==> config.mk <==
export PLATFORM = sky130hd
export DESIGN_NAME = dsvs_ram
export DESIGN_NICKNAME = d
export VERILOG_FILES = /design/src/hw/rtl/dsvs_ram.sv
export SDC_FILE = /design/constraint.sdc
export NUM_CORES = 1
export LEC_CHECK = 0
export ABC_AREA = 1
export BUFFER_PORTS_ARGS = -buffer_cell sky130_fd_sc_hd__buf_2
export CORE_UTILIZATION = 61
export DETAILED_ROUTE_END_ITERATION = 12
export MAX_ROUTING_LAYER = met4
export PLACE_DENSITY_LB_ADDON = 0.1
export SYNTH_ARGS = -nofsm -noshare
export SYNTH_HDL_FRONTEND = slang
export SYNTH_SLANG_ARGS = --single-unit
==> constraint.sdc <==
create_clock -name i_clk -period 3.95 [get_ports i_clk]
set_input_delay 0.5925 -clock i_clk [delete_from_list [all_inputs] [get_ports i_clk]]
set_output_delay 0.5925 -clock i_clk [all_outputs]
set_load 0.05 [all_outputs]
==> src/hw/rtl/dsvs_ram.sv <==
// Generic simple dual-port RAM, one write port, one registered read port.
module dsvs_ram #(
    parameter int W = 8,
    parameter int D = 64
) (
    input  logic                 i_clk,
    input  logic                 i_we,
    input  logic [$clog2(D)-1:0] i_waddr,
    input  logic [W-1:0]         i_wdata,
    input  logic [$clog2(D)-1:0] i_raddr,
    output logic [W-1:0]         o_rdata
);

    logic [W-1:0] r_mem [D];
    logic [W-1:0] r_rdata;

    always_ff @(posedge i_clk) begin
        if (i_we) begin
            r_mem[i_waddr] <= i_wdata;
        end
        r_rdata <= r_mem[i_raddr];
    end

    assign o_rdata = r_rdata;

endmodule

==> impl_metrics.xml <==
<?xml version="1.0" encoding="UTF-8"?>
<metrics>
  <group name="drt">
    <metric name="detail-route-antenna-nets" unit="">0</metric>
    <metric name="route.detailed.wl_per_inst" unit="um">22.4</metric>
    <metric name="drt_first_pass_iters" unit="">5</metric>
    <metric name="vias_per_cell" unit="">5.98</metric>
    <metric name="drt-total-wl" unit="um">51800</metric>
    <metric name="via_total_after_detailed_routing" unit="">13845</metric>
    <metric name="drt_iter0_drc" unit="">1423</metric>
    <metric name="drc_errors" unit="">0</metric>
  </group>
  <group name="synth">
    <metric name="yosysWarningCount" unit="">0</metric>
    <metric name="synth.lib_cells_used.distinct" unit="">16</metric>
    <metric name="synth_top_cells_by_area" unit="">sky130_fd_sc_hd__edfxtp_1 72%, sky130_fd_sc_hd__nand2_1 11%, sky130_fd_sc_hd__nand3_1 10%, sky130_fd_sc_hd__buf_6 1.8%, sky130_fd_sc_hd__nor2_1 0.99%</metric>
    <metric name="yosysSeqAreaShare" unit="">0.728</metric>
    <metric name="synth.cell_area" unit="mm2">0.0213</metric>
    <metric name="mappedNetlistNets" unit="">1827</metric>
    <metric name="post-synth-top-area-cell" unit="">sky130_fd_sc_hd__edfxtp_1</metric>
    <metric name="mapped_avg_cell_area" unit="um2">11.8</metric>
    <metric name="yosysTopAreaCellShare" unit="">0.720</metric>
    <metric name="synth_cells" unit="">1805</metric>
    <metric name="yosys_register_bits" unit="">520</metric>
  </group>
  <group name="timing">
    <metric name="slew_viol_final" unit="">0</metric>
    <metric name="timing.final.hold_violations" unit="">0</metric>
    <metric name="top_achievable_clock_speed" unit="MHz">413</metric>
    <metric name="fin_skew" unit="ns">0.0144</metric>
    <metric name="fin_tns_setup" unit="ns">0</metric>
    <metric name="max-slew-margin-rel" unit="">0.211</metric>
    <metric name="fin_crit" unit="ns">2.42</metric>
    <metric name="min_period_over_period" unit="">0.614</metric>
    <metric name="max_slew.worst_pin.slew" unit="ns">1.18</metric>
    <metric name="grt_setup_unrepaired" unit="">no</metric>
    <metric name="timing.final.setup_violations" unit="">0</metric>
  </group>
  <group name="clock_network">
    <metric name="cts_resized" unit="">0</metric>
    <metric name="cts_setup_buffers" unit="">0</metric>
    <metric name="clock_tree.root_cell" unit="">sky130_fd_sc_hd__clkbuf_16</metric>
    <metric name="cts-buffers-inserted" unit="">51</metric>
    <metric name="path_clk_slew" unit="ns">0.06</metric>
    <metric name="holdBufCountCts" unit="">0</metric>
    <metric name="clock_path_buffers" unit="">3</metric>
    <metric name="tritoncts" unit="">done</metric>
    <metric name="clk-insertion-delay-late" unit="ns">0.59</metric>
    <metric name="cts.sink_count" unit="">520</metric>
    <metric name="cts_htree_levels" unit="">2</metric>
  </group>
  <group name="floorplanning">
    <metric name="core-area" unit="mm2">0.0345</metric>
    <metric name="dieArea" unit="mm2">0.0357</metric>
    <metric name="die_w" unit="um">189</metric>
    <metric name="floorplan.initialDensity" unit="">0.619</metric>
    <metric name="dieHeight" unit="um">189</metric>
    <metric name="fp-row-count" unit="">68</metric>
    <metric name="io_pins" unit="">30</metric>
  </group>
  <group name="power_and_ir_drop">
    <metric name="total_power_per_unit_cell_area" unit="mW/mm2">496</metric>
    <metric name="total_leakage_power" unit="nW">8.43</metric>
    <metric name="seq_power_share" unit="">0.530</metric>
    <metric name="netSwitchingPower" unit="mW">2.56</metric>
    <metric name="gate_power_share" unit="">0.063</metric>
    <metric name="power.ir.vdd_worst" unit="uV">400</metric>
    <metric name="p_int" unit="mW">8.99</metric>
    <metric name="total_power" unit="mW">11.6</metric>
    <metric name="clkPwrFrac" unit="">0.407</metric>
    <metric name="power.switching_fraction" unit="">0.222</metric>
  </group>
  <group name="finish">
    <metric name="n_fill_cell" unit="">2523</metric>
    <metric name="drive_gt1_frac" unit="">0.0806</metric>
    <metric name="antenna-diode-count" unit="">0</metric>
    <metric name="multi_input_area" unit="mm2">0.00495</metric>
    <metric name="area.sequential" unit="mm2">0.0155</metric>
    <metric name="synthToLayoutAreaGrowth" unit="%">9.12</metric>
    <metric name="fin_cells" unit="">2317</metric>
    <metric name="num-nets-final" unit="">1844</metric>
  </group>
  <group name="grt">
    <metric name="grt.overflow.total" unit="">0</metric>
    <metric name="first_global_vias" unit="">12940</metric>
    <metric name="antenna_found_initial" unit="">0</metric>
    <metric name="pin_count_of_the_biggest_net_entering_global_routing" unit="">135</metric>
    <metric name="track_usage" unit="">0.305</metric>
    <metric name="grt_first_pass_wirelength" unit="um">78200</metric>
  </group>
  <group name="place">
    <metric name="detailed_placer_s_ending_hpwl" unit="um">29500</metric>
    <metric name="place_inst" unit="">2224</metric>
    <metric name="final_wtd_congestion" unit="">0.890</metric>
    <metric name="port-buffer-count" unit="">29</metric>
  </group>
  <group name="setup_path">
    <metric name="max_incr_delay_on_cp" unit="ns">0.56</metric>
    <metric name="worst-endpoint-required" unit="ns">4.45</metric>
    <metric name="cp.arrival" unit="ns">2.93</metric>
    <metric name="critical_path.cell_chain" unit="">buf_6 &gt; inv_6 &gt; buf_4 &gt; nand2_1 &gt; nand3_1 &gt; nand3_1 &gt; nand2_1 &gt; nand2_1 &gt; nand3_1 &gt; nand3_1 &gt; nand2_1</metric>
    <metric name="critical_path.endpoint_type" unit="">register</metric>
    <metric name="critical_path.max_fanout" unit="">82</metric>
    <metric name="cp_slowest_cell" unit="">sky130_fd_sc_hd__buf_4</metric>
    <metric name="critPathLaunchType" unit="">input port</metric>
    <metric name="critPathKind" unit="">input port to register</metric>
  </group>
  <group name="job">
    <metric name="maxCapViolations" unit="">0</metric>
  </group>
  <group name="status">
    <metric name="run_status" unit="">finished, final reports clean</metric>
  </group>
  <group name="hold_path">
    <metric name="hold_path_class" unit="">input port to register</metric>
  </group>
</metrics>
[cell usage after synthesis]
master,instances
sky130_fd_sc_hd__buf_1,10
sky130_fd_sc_hd__inv_1,10
sky130_fd_sc_hd__nand3_1,439
sky130_fd_sc_hd__nor2_1,56
sky130_fd_sc_hd__buf_8,2
sky130_fd_sc_hd__edfxtp_1,512
sky130_fd_sc_hd__inv_6,1
sky130_fd_sc_hd__buf_2,37
sky130_fd_sc_hd__dfxtp_1,8
sky130_fd_sc_hd__nand4_1,9
sky130_fd_sc_hd__nand2_1,648
sky130_fd_sc_hd__buf_4,14
sky130_fd_sc_hd__buf_6,35
sky130_fd_sc_hd__inv_2,1
sky130_fd_sc_hd__clkbuf_1,15
sky130_fd_sc_hd__nor4_1,8
[area by class of cell]
type                            instances  area share
Inverter                               12     0.00226
Timing Repair Buffer                   77      0.0242
Clock inverter                         21     0.00602
Tap cell                              455      0.0244
Clock buffer                           72      0.0635
Sequential cell                       520       0.667
Multi-Input combinational cell       1160       0.212
[layout by cell type, fill, tap and decap left out, types with 8 or more instances in the layout]
| cell | instances |
|---|---|
| sky130_fd_sc_hd__buf_2 | 27 |
| sky130_fd_sc_hd__buf_4 | 45 |
| sky130_fd_sc_hd__clkbuf_1 | 11 |
| sky130_fd_sc_hd__clkbuf_16 | 53 |
| sky130_fd_sc_hd__clkbuf_8 | 8 |
| sky130_fd_sc_hd__clkinv_1 | 12 |
| sky130_fd_sc_hd__dfxtp_1 | 8 |
| sky130_fd_sc_hd__edfxtp_1 | 512 |
| sky130_fd_sc_hd__inv_1 | 9 |
| sky130_fd_sc_hd__nand2_1 | 648 |
| sky130_fd_sc_hd__nand3_1 | 439 |
| sky130_fd_sc_hd__nand4_1 | 9 |
| sky130_fd_sc_hd__nor2_1 | 56 |
| sky130_fd_sc_hd__nor4_1 | 8 |
[power groups by stage]
| stage | registers (mW) | logic (mW) | clock network (mW) |
|---|---|---|---|
| 2_1_floorplan | 6.27 | 0.429 | 0 |
| 3_3_place_gp | 6.24 | 0.712 | 0 |
| 3_5_place_dp | 6.24 | 0.723 | 0 |
| 4_1_cts | 6.13 | 0.726 | 4.74 |
| 5_1_grt | 6.13 | 0.792 | 4.93 |
| 6_report | 6.13 | 0.730 | 4.70 |
[critical path: cells and delay by family]
kind / cells / cell delay [ns]
buffers and inverters: 3 / 1.29
and+or+nand+nor: 8 / 0.97
[state kept, by name, indices dropped and copies added, names as in the netlist]
| register | flops |
|---|---|
| r_mem | 512 |
| o_rdata | 8 |
[through the flow]
stage / utilization / worst slack (ns) / hold WS, ns / cell area (um2)
final: 0.676 / 1.53 / 0.392 / 23300
after global routing: 0.676 / 1.39 / 0.391 / 23300
after CTS: 0.676 / 1.57 / 0.376 / 23300
after detailed placement: 0.629 / 0.946 / 0.795 / 21700
after global placement: 0.629 / 0.975 / 0.788 / 21700
after floorplan: - / 1.59 / 0.691 / 21300
[final timing paths]
check | start | endpoint | slack [ns] | cells past startpoint
setup / recovery | i_raddr[0] | o_rdata[3] | 1.53 | 11
hold / removal | i_raddr[5] | o_rdata[7] | 0.39 | 3
setup reg to reg | r_mem[51][3] | o_rdata[3] | 2.39 | 8
hold reg to reg | r_mem[4][2] | o_rdata[2] | 0.82 | 8
[metal layers]
layer	up-vias	global-route usage	wire length (um)
met1	6757	0.425	21100
li1	6385	-	-
met5	-	-	0
met4	0	0.0946	1490
met3	94	0.0487	4190
met2	609	0.469	25000
[kinds of logic (layout without fill, tap and decap cells)]
logic type | count (synthesis) | after routing | share of synthesized area
buffers and inverters | 125 | 182 | 0.0402
DFF | 520 | 520 | 0.728
and+or+nand+nor | 1160 | 1160 | 0.232
Power figures use the tool's default switching activity.
